`src/rtl/core/key_group_debounce_events_core_macros.svh`:
```
// assertion macros for the key group debounce core
`ifndef KEY_GROUP_DEBOUNCE_EVENTS_CORE_MACROS_SVH
`define KEY_GROUP_DEBOUNCE_EVENTS_CORE_MACROS_SVH

// same-cycle implication, disabled in reset
`define KGDE_ASSERT_NOW(lbl, ante, cons, msg) \
  lbl: assert property (@(posedge clk) disable iff (!rst_n) (ante) |-> (cons)) \
    else $error(msg);

// next-cycle implication, disabled in reset
`define KGDE_ASSERT_NEXT(lbl, ante, cons, msg) \
  lbl: assert property (@(posedge clk) disable iff (!rst_n) (ante) |=> (cons)) \
    else $error(msg);

`endif

```
`src/rtl/core/kgde_pkg.sv`:
```
// shared constants, types and helpers for the key group debounce core
`default_nettype none

package kgde_pkg;

  localparam int KEY_COUNT = 8;
  localparam int IDX_W     = (KEY_COUNT > 1) ? $clog2(KEY_COUNT) : 1;
  localparam int CNT_W     = 8;
  localparam int ACT_W     = 4;
  localparam int CFG_IDX_W = 2;
  localparam int CFG_DAT_W = 8;

  localparam logic [CFG_IDX_W-1:0] REG_SETTLE_TICKS = CFG_IDX_W'(0);
  localparam logic [CFG_IDX_W-1:0] REG_ACTIVE_KEYS  = CFG_IDX_W'(1);

  localparam logic [CNT_W-1:0]     SETTLE_RESET = CNT_W'(10);
  localparam logic [ACT_W-1:0]     ACTIVE_RESET = ACT_W'(8);
  localparam logic [CNT_W-1:0]     CNT_MAX      = {CNT_W{1'b1}};

  typedef struct packed {
    logic diff;
    logic level;
    logic down;
  } lane_t;

  typedef struct packed {
    logic [IDX_W-1:0]     idx;
    logic                 last;
    logic [KEY_COUNT-1:0] onehot;
  } pick_t;

  function automatic logic [KEY_COUNT-1:0] key_mask(input logic [ACT_W-1:0] n);
    logic [KEY_COUNT-1:0] m;
    for (int i = 0; i < KEY_COUNT; i++) begin
      m[i] = (i < int'(n));
    end
    return m;
  endfunction

endpackage

`default_nettype wire

```
`src/rtl/core/kgde_lane.sv`:
```
// per-key lane: change detect, next accepted level and pressed flag
`default_nettype none

module kgde_lane
  import kgde_pkg::*;
(
  input  wire logic  sample,
  input  wire logic  accepted,
  input  wire logic  enable,
  output lane_t      lane
);

  always_comb begin
    lane.diff  = (sample ^ accepted) & enable;
    lane.level = enable ? sample : accepted;
    lane.down  = ~lane.level & enable;
  end

endmodule

`default_nettype wire

```
`src/rtl/core/kgde_merge.sv`:
```
// merge stage: picks the lowest pending key event
`default_nettype none

module kgde_merge
  import kgde_pkg::*;
(
  input  wire logic [KEY_COUNT-1:0] pending,
  output pick_t                     pick
);

  logic [KEY_COUNT-1:0] low_bit;
  logic [IDX_W-1:0]     idx;

  always_comb begin
    low_bit = pending & (~pending + KEY_COUNT'(1));
    idx     = '0;
    for (int i = 0; i < KEY_COUNT; i++) begin
      idx = idx | (low_bit[i] ? IDX_W'(i) : '0);
    end
    pick.idx    = idx;
    pick.onehot = low_bit;
    pick.last   = ((pending & ~low_bit) == '0);
  end

endmodule

`default_nettype wire

```
`src/rtl/core/key_group_debounce_events_core.sv`:
```
// top level of the key group debounce core with per-key change events
//
// input channel: one request per millisecond tick, in_pin_levels holds the
// sampled key levels (0 = pressed); in_valid/in_stall handshake
// output channel: one request per changed key, lowest index first, with
// out_key_index, out_key_released, out_last_event and out_down_mask
// config channel: cfg_valid/cfg_ready, index 0 settle_ticks, 1 active_keys;
// cfg_ready is always high, write only while idle
// a tick that settles a change loads every changed key into the event queue;
// the queued events then move into the output register, lowest key first,
// one per cycle while the receiver does not stall
// a tick that causes no event leaves the input free for the next tick
// the input stalls only while events of the previous tick are still queued;
// the output register lets a new tick in while the last event waits
// when the receiver stalls, the output holds and the queue waits
// reset: all keys released, counter zero, settle 10, active keys 8
`default_nettype none

module key_group_debounce_events_core
  import kgde_pkg::*;
(
  input  wire logic                 clk,
  input  wire logic                 rst_n,
  input  wire logic                 in_valid,
  output      logic                 in_stall,
  input  wire logic [KEY_COUNT-1:0] in_pin_levels,
  output      logic                 out_valid,
  input  wire logic                 out_stall,
  output      logic [IDX_W-1:0]     out_key_index,
  output      logic                 out_key_released,
  output      logic                 out_last_event,
  output      logic [KEY_COUNT-1:0] out_down_mask,
  input  wire logic                 cfg_valid,
  output      logic                 cfg_ready,
  input  wire logic [CFG_IDX_W-1:0] cfg_index,
  input  wire logic [CFG_DAT_W-1:0] cfg_data
);

  `include "key_group_debounce_events_core_macros.svh"

  logic [CNT_W-1:0]     settle_r;
  logic [ACT_W-1:0]     active_r;
  logic [KEY_COUNT-1:0] accepted_r, accepted_nxt;
  logic [CNT_W-1:0]     elapsed_r, elapsed_nxt;
  logic [KEY_COUNT-1:0] pending_r, pending_nxt;
  logic [KEY_COUNT-1:0] down_r, down_nxt;
  logic                 out_valid_r, out_valid_nxt;
  logic [IDX_W-1:0]     out_idx_r;
  logic                 out_rel_r;
  logic                 out_last_r;
  logic [KEY_COUNT-1:0] out_down_r;

  logic [KEY_COUNT-1:0] mask;
  lane_t                lanes [KEY_COUNT];
  logic [KEY_COUNT-1:0] diff_vec, level_vec, down_vec;
  logic [CNT_W-1:0]     elapsed_inc;
  logic                 tick, load;
  pick_t                pick;

  assign mask = key_mask(active_r);

  for (genvar g = 0; g < KEY_COUNT; g++) begin : g_lane
    kgde_lane u_lane (
      .sample   (in_pin_levels[g]),
      .accepted (accepted_r[g]),
      .enable   (mask[g]),
      .lane     (lanes[g])
    );
    assign diff_vec[g]  = lanes[g].diff;
    assign level_vec[g] = lanes[g].level;
    assign down_vec[g]  = lanes[g].down;
  end

  kgde_merge u_merge (
    .pending (pending_r),
    .pick    (pick)
  );

  assign in_stall  = (pending_r != '0);
  assign cfg_ready = 1'b1;
  assign tick      = in_valid && !in_stall;
  assign load      = (pending_r != '0) && (!out_valid_r || !out_stall);

  assign elapsed_inc = (elapsed_r == CNT_MAX) ? elapsed_r : elapsed_r + CNT_W'(1);

  always_comb begin
    accepted_nxt = accepted_r;
    elapsed_nxt  = elapsed_r;
    pending_nxt  = pending_r;
    down_nxt     = down_r;
    if (load) begin
      pending_nxt = pending_r & ~pick.onehot;
    end
    if (tick) begin
      if (diff_vec == '0) begin
        elapsed_nxt = '0;
      end else if (elapsed_inc < settle_r) begin
        elapsed_nxt = elapsed_inc;
      end else begin
        elapsed_nxt  = '0;
        accepted_nxt = level_vec;
        pending_nxt  = diff_vec;
        down_nxt     = down_vec;
      end
    end
  end

  always_comb begin
    out_valid_nxt = out_valid_r;
    if (load) begin
      out_valid_nxt = 1'b1;
    end else if (!out_stall) begin
      out_valid_nxt = 1'b0;
    end
  end

  always_ff @(posedge clk) begin
    if (!rst_n) begin
      settle_r    <= SETTLE_RESET;
      active_r    <= ACTIVE_RESET;
      accepted_r  <= '1;
      elapsed_r   <= '0;
      pending_r   <= '0;
      out_valid_r <= 1'b0;
    end else begin
      if (cfg_valid && cfg_ready) begin
        case (cfg_index)
          REG_SETTLE_TICKS: settle_r <= cfg_data[CNT_W-1:0];
          REG_ACTIVE_KEYS:  active_r <= cfg_data[ACT_W-1:0];
          default: ;
        endcase
      end
      accepted_r  <= accepted_nxt;
      elapsed_r   <= elapsed_nxt;
      pending_r   <= pending_nxt;
      out_valid_r <= out_valid_nxt;
    end
  end

  always_ff @(posedge clk) begin
    down_r <= down_nxt;
    if (load) begin
      out_idx_r  <= pick.idx;
      out_rel_r  <= accepted_r[pick.idx];
      out_last_r <= pick.last;
      out_down_r <= down_r;
    end
  end

  assign out_valid        = out_valid_r;
  assign out_key_index    = out_idx_r;
  assign out_key_released = out_rel_r;
  assign out_last_event   = out_last_r;
  assign out_down_mask    = out_down_r;

  `KGDE_ASSERT_NEXT(a_one_event_per_load, load,
    $countones(pending_r) == $countones($past(pending_r)) - 1,
    "event queue did not drop exactly one key")
  `KGDE_ASSERT_NEXT(a_last_empties_queue, load && pick.last, pending_r == '0,
    "last event loaded but keys still queued")
  `KGDE_ASSERT_NOW(a_pending_in_use, pending_r != '0, (pending_r & ~mask) == '0,
    "queued event for a key that is not in use")

endmodule

`default_nettype wire
```
`config.mk`:
```
export PLATFORM = sky130hd
export DESIGN_NAME = key_group_debounce_events_core
export DESIGN_NICKNAME = d
export VERILOG_FILES = /design/src/rtl/core/kgde_pkg.sv /design/src/rtl/core/kgde_lane.sv /design/src/rtl/core/kgde_merge.sv /design/src/rtl/core/key_group_debounce_events_core.sv
export VERILOG_INCLUDE_DIRS = /design/src /design/src/rtl/core
export SDC_FILE = /design/constraint.sdc
export NUM_CORES = 1
export LEC_CHECK = 0
export BUFFER_PORTS_ARGS = -buffer_cell sky130_fd_sc_hd__buf_2
export CAP_MARGIN = 20
export CORE_ASPECT_RATIO = 1.2
export CORE_MARGIN = 5
export CORE_UTILIZATION = 30
export CTS_CLUSTER_SIZE = 12
export DETAILED_ROUTE_END_ITERATION = 8
export HOLD_SLACK_MARGIN = 0.08
export PLACE_DENSITY = 0.51
export SYNTH_ARGS = -nofsm -noshare
export SYNTH_HDL_FRONTEND = slang
export SYNTH_HIERARCHICAL = 1
export SYNTH_SLANG_ARGS = --single-unit
```
`constraint.sdc`:
```
create_clock -name clk -period 3.3 [get_ports clk]
set_input_delay 0.99 -clock clk [delete_from_list [all_inputs] [get_ports clk]]
set_output_delay 0.99 -clock clk [all_outputs]
set_load 0.1 [all_outputs]
```
Yosys cells after proc, flatten, opt, wreduce, memory -nomap -nowiden. Cells that the tools add are included.

$add $sub $neg: 2. $lt $le $gt $ge: 10. Equality and inequality tests: 3. Mux-type cells: 26. Bitwise operators: 44. Reductions and logical operators: 13.

Operators by type and width (number): two-way mux 8 bit (7); OR 3 bit (6); adder 8 x 1 -> 8 bit, second input constant (2); bitwise AND 1 bit (16); bitwise AND 8 bit (2); zero test 8 bit (2); less-than comparator 3 x 4 -> 1 bit, first input constant (4); NOT 8 bit (2); two-way mux 1 bit (12); two-way mux 3 bit (4); NOT 1 bit (10); equality test 8 bit, second input constant (1); less-than comparator 1 x 4 -> 1 bit, first input constant (2); less-than comparator 2 x 4 -> 1 bit, first input constant (2); less-than comparator 8 bit (1); nonzero test 8 bit (1); XOR 1 bit (8); less-than comparator 3 x 4 -> 1 bit, second input constant (1); two-way mux 2 bit (2); AND reduction 2 bit (2); binary-select mux 1 bit (select 3 bit) (1); zero test 1 bit (3); AND reduction 3 bit (1); equality test 2 x 1 -> 1 bit, second input constant (1); 4 further kinds (5).

Bits in registers: 58. Input bits: 23. Output and inout bits: 16. Logic and storage cells: 109.

Logic depth before layout (Yosys ltp).
Depth after elaboration: 12. Mapped depth: 13. Depth with buffers taken out: 10.

Cells and area by module. Netlist, hierarchy kept.

By module, submodules not included: key_group_debounce_events_core (instances 1, cells each 239, area an instance 2548.7 sq um, sequential area each 1371.3 sq um); kgde_lane (instances 8, cells each 4, area an instance 38.8 sq um, sequential area each 0.0 sq um); kgde_merge (instances 1, cells each 32, area an instance 214.0 sq um, sequential area each 0.0 sq um).

Worst setup path before layout. OpenSTA, ideal clock, no wires.

Path type: register to register. From: register elapsed_r[0]. To: register down_r[0] (enable). Arrival time: 2453 ps. Data required time: 2993 ps. Slack: 540 ps. Cell stages (with the launch flop): 13. Buffers on the path: 3. Period minus slack after synthesis: 2760 ps. Cell sequence: dfxtp_1 > ha_1 > nand3_1 > or2_0 > buf_2 > mux2_1 > ha_1 > nand3_1 > nor2_1 > o211ai_2 > buf_6 > a21oi_2 > buf_6.

Cells in the longest elaborated chain, start to end: 5.

Ends and longest elaborated chain: from (decl) (line key_group_debounce_events_core.sv:44) `logic [CNT_W-1:0] elapsed_r, elapsed_nxt;`; from (signal assigned) (line key_group_debounce_events_core.sv:134) `elapsed_r <= elapsed_nxt;`; adder 8 x 1 -> 8 bit or equality test 8 bit (tied branches) (line key_group_debounce_events_core.sv:84) `assign elapsed_inc = (elapsed_r == CNT_MAX) ? elapsed_r : elapsed_r + CNT_W'(1);`; two-way mux 8 bit * (line key_group_debounce_events_core.sv:84); less-than comparator 8 bit * (line key_group_debounce_events_core.sv:97) `end else if (elapsed_inc < settle_r) begin`; NOT 1 bit (no source line) *; AND reduction 3 bit (no source line) *; to (signal assigned) (line key_group_debounce_events_core.sv:141) `down_r <= down_nxt;`; to (decl) (line key_group_debounce_events_core.sv:46) `logic [KEY_COUNT-1:0] down_r, down_nxt;`.

Every way passes the cells marked *; elsewhere a longest branch is shown, timed or not. A chain may end at the register's enable or synchronous reset.

Final worst setup path.
From: register elapsed_r[0]. To: register down_r[7] (enable).

Same word-level chain as after synthesis.

==> results by group <==
Power
  • Power Dens Cells: approximately 530 nW/µm²
  • Sequential Power Share: 0.394
  • Switching Fraction: 0.2479
  • Clock Power Share: 0.487
  • Internal: 1.489 mW
  • Logic pwr share: 0.119
  • NetSw: approximately 0.49 mW
  • Leakage power: roughly 1.5 nW
  • Maximum vdd drop: roughly 240 µV

Floorplanning
  • Core area: 10,010 µm²
  • DIE AREA: 12,380 µm²
  • Die Width: 102.4 µm
  • Initial core utilization: 0.3070
  • I/O pin total: 39
  • Die extent in y: 120.9 µm
  • Rows: 40

Clock network
  • Root buffer cell: clkbuf_16
  • H-tree levels: 3
  • CTS max path bufs: 2
  • CTS buffer count: 9
  • CTS tree: done
  • Setup bufs post-CTS: 0
  • Hold_buf cts: 0
  • Worst-Skew Late Latency: about 320 ps
  • Worst-path clk slew: roughly 50 ps
  • Clock sinks: 58

Worst setup path
  • Crit-path max FO: 16
  • Crit. End Element: flop
  • Worst Setup Start Kind: flop
  • CP arrival: slightly above 3000 ps
  • Worst-path cell chain: ha_1 > nand3_1 > or2_0 > mux2_1 > ha_1 > nand3_1 > nor2_1 > o211ai_4 > a21oi_2 > buf_12
  • CP top delay family: simple AND/OR/NAND/NOR gates
  • Critical path data required time: between 3000 and 4000 ps
  • Setup CP Type: flop to flop
  • Reg-to-reg setup timing slack: approximately 220 ps
  • Critical R2R Launch: elapsed_r[0]
  • Cells on worst reg2reg path: 10
  • Max incr delay on CP: between 400 and 500 ps
  • CP max stage cell: dfxtp_1
  • R2R Path End: down_r[7]
  • Critical path buffers and inverters: 1

STA
  • Worst Skew: between 6 and 7 ps
  • Max-slew violations: 0
  • Crit share post-route: 0.9324
  • TNS Setup: 0 ps
  • Relative slew slack: 0.6075
  • Worst slew pin tran: around 580 ps
  • Hold Fails Final Rpt: 0
  • Max Fclk: 325.0 MHz
  • # setup viols final: 0
  • Crit path time final: ~3100 ps
  • RSZ-0062 raised after global routing: no
  • Worst Hold Slack: around 420 ps

Status
  • Status: complete, no violations

Cells and area
  • Layout Nets: between 300 and 400
  • Area growth syn-to-layout: 21.05%
  • Most frequent cells in the layout: 46 x nor2_1, 37 x dfxtp_1, 37 x buf_2
  • Multi-input gate area: roughly 1600 µm²
  • N_diodes: 0
  • FF/Latch Area: approximately 1400 µm²
  • Finished Layout Cells: around 480
  • # fillers: 1,035
  • Commonest non-fill, non-tap cell in the layout: nor2_1
  • Share of layout cells above drive strength 1: 0.2543

Yosys
  • Post-Synth Adder-Cell Area: 0.03583
  • Post-synthesis mux area share: 0.1034
  • Compound-gate portion of the synthesized area: 0.1360
  • Main combinational cell family by area after synthesis: simple AND/OR/NAND/NOR gates
  • Synth Instances: approximately 300
  • Share of async-settable or async-resettable flops after synthesis: 0
  • Syn_area_per_cell: about 10 µm²
  • Number of flops mapped to enable cells by yosys: 21
  • Synth Register Bits: 58
  • YS warnings: 6
  • Xor/xnor share of the synthesized area: 0.02850
  • Top FF cell, synth: dfxtp_1
  • Mapped cell area: 3073 µm²
  • Sequential fraction of the synthesis area: 0.4463
  • Synth Area in Simple Gates: 0.2105
  • Netlist cell types: 56
  • Syn_nets: 334

Place
  • Placed Cells: 460
  • DP HPWL: 4999 µm
  • GPL Wtd Cong: a little over 0.8
  • Port bufs: 37

Detailed routing
  • DR vias: between 2,000 and 2,500
  • Drt wl/cell: around 14 µm
  • DRC errors left: 0
  • Initial drt markers: slightly above 100
  • Vias/cell: between 4 and 5
  • 1st-pass router iterations: 4
  • Drt total wl: slightly below 7000 µm
  • Antenna Nets Post-Route: 0

Global route
  • Gr ovfl total: 0
  • Global Route Usage Sum: 0.1180
  • Largest net degree at the start of global routing: 27
  • Initial antenna violation count: 0
  • Vias in the first global route: 2,197
  • First-pass GRT wire length: 11,360 µm

Hold path
  • Hold path endpoint: out_down_mask[3]
  • Worst Hold Launch: down_r[3]
  • WHS Path Cells: 0
  • Type of the worst min-delay path: flop to flop

Flow run
  • Number of max-cap violations: 0
flip-flops by register name, summed over array words and instances, names as in the netlist:
name,cells
accepted_r,8
out_down_mask,8
out_last_event,1
out_key_released,1
settle_r,8
down_r,8
out_key_index,3
elapsed_r,8
active_r,4
out_valid,1
pending_r,8
cell type report:
type	instances	area share
clock buffer	9	0.06054
clock inverter	7	0.02254
inverter	12	0.01211
multi-input combinational	222	0.4305
sequential	58	0.3687
tap	126	0.04238
timing repair buffer	42	0.06324
what timing repair did:
| action | in CTS | in global routing |
|---|---|---|
| hold endpoints to repair | 0 | 0 |
| resized for setup | 0 | 2 |
| endpoints found under the setup margin | 0 | 18 |
worst max path at each step:
stage | start | depth (start not counted) | endpoint
after floorplan | elapsed_r[0] | 12 | down_r[0]
after global placement | elapsed_r[0] | 10 | down_r[7]
after detailed placement | elapsed_r[0] | 10 | down_r[1]
after CTS | elapsed_r[0] | 10 | down_r[4]
after global routing | elapsed_r[0] | 10 | elapsed_r[0]
final | elapsed_r[0] | 10 | down_r[7]
routing by layer:
layer | track usage | up-vias | share of wire
met3 | 0.03853 | 7 | 0.049
li1 | - | 1188 | -
met1 | 0.1480 | 1092 | 0.45
met5 | 0 | - | 0
met2 | 0.1911 | 48 | 0.49
met4 | 0.03692 | 0 | 0.013
kinds of logic after synthesis:
logic type,after synthesis
AO/OA/AOI/OAI,54
adder cells (fa/ha/maj),9
buffers and inverters,23
other,1
multiplexers,25
flip-flops,58
XOR/XNOR,10
AND/OR/NAND/NOR,123
stage by stage:
step,total power [mW],setup slack (ps),instance area (µm²),utilization
6_report,1.980,223.1,3720,0.3716
5_1_grt,2.067,2.192,3720,0.3716
4_1_cts,2.002,185.6,3706,0.3703
3_5_place_dp,1.032,232.0,3397,0.3394
3_3_place_gp,1.030,311.1,3397,0.3394
2_1_floorplan,0.9721,539.7,3073,-
power by group through the flow:
stage / logic, mW / clock network (mW) / registers [mW]
5_1_grt: 0.255 / 1.03 / 0.782
3_3_place_gp: 0.236 / 0 / 0.794
2_1_floorplan: 0.121 / 0 / 0.851
4_1_cts: 0.238 / 0.984 / 0.780
3_5_place_dp: 0.237 / 0 / 0.794
6_report: 0.236 / 0.965 / 0.780
Yosys cell counts, types with 3 or more instances:
cell      number  area [µm²]
a21o_1         4       30.03
a21oi_1       15       75.07
a32o_1         8       80.08
a32oi_1        6       52.55
and2_1        11       68.82
and2b_2        8       70.07
buf_6          3       33.78
clkbuf_1       5       18.77
dfxtp_1       37       740.7
edfxtp_1      21       630.6
ha_1           8       100.1
inv_1         11       41.29
mux2_4         8       120.1
mux2i_1       13       130.1
nand2_1       18       67.56
nand3_1        8       40.04
nand4_1        4       25.02
nor2_1        46       172.7
nor3_1         3       15.01
nor4_1         5       31.28
o211ai_1       4       30.03
o21ai_0        3       15.01
or3_1          3       18.77
xor2_1         8       70.07
Note: power is estimated with default switching activity, not from simulation.
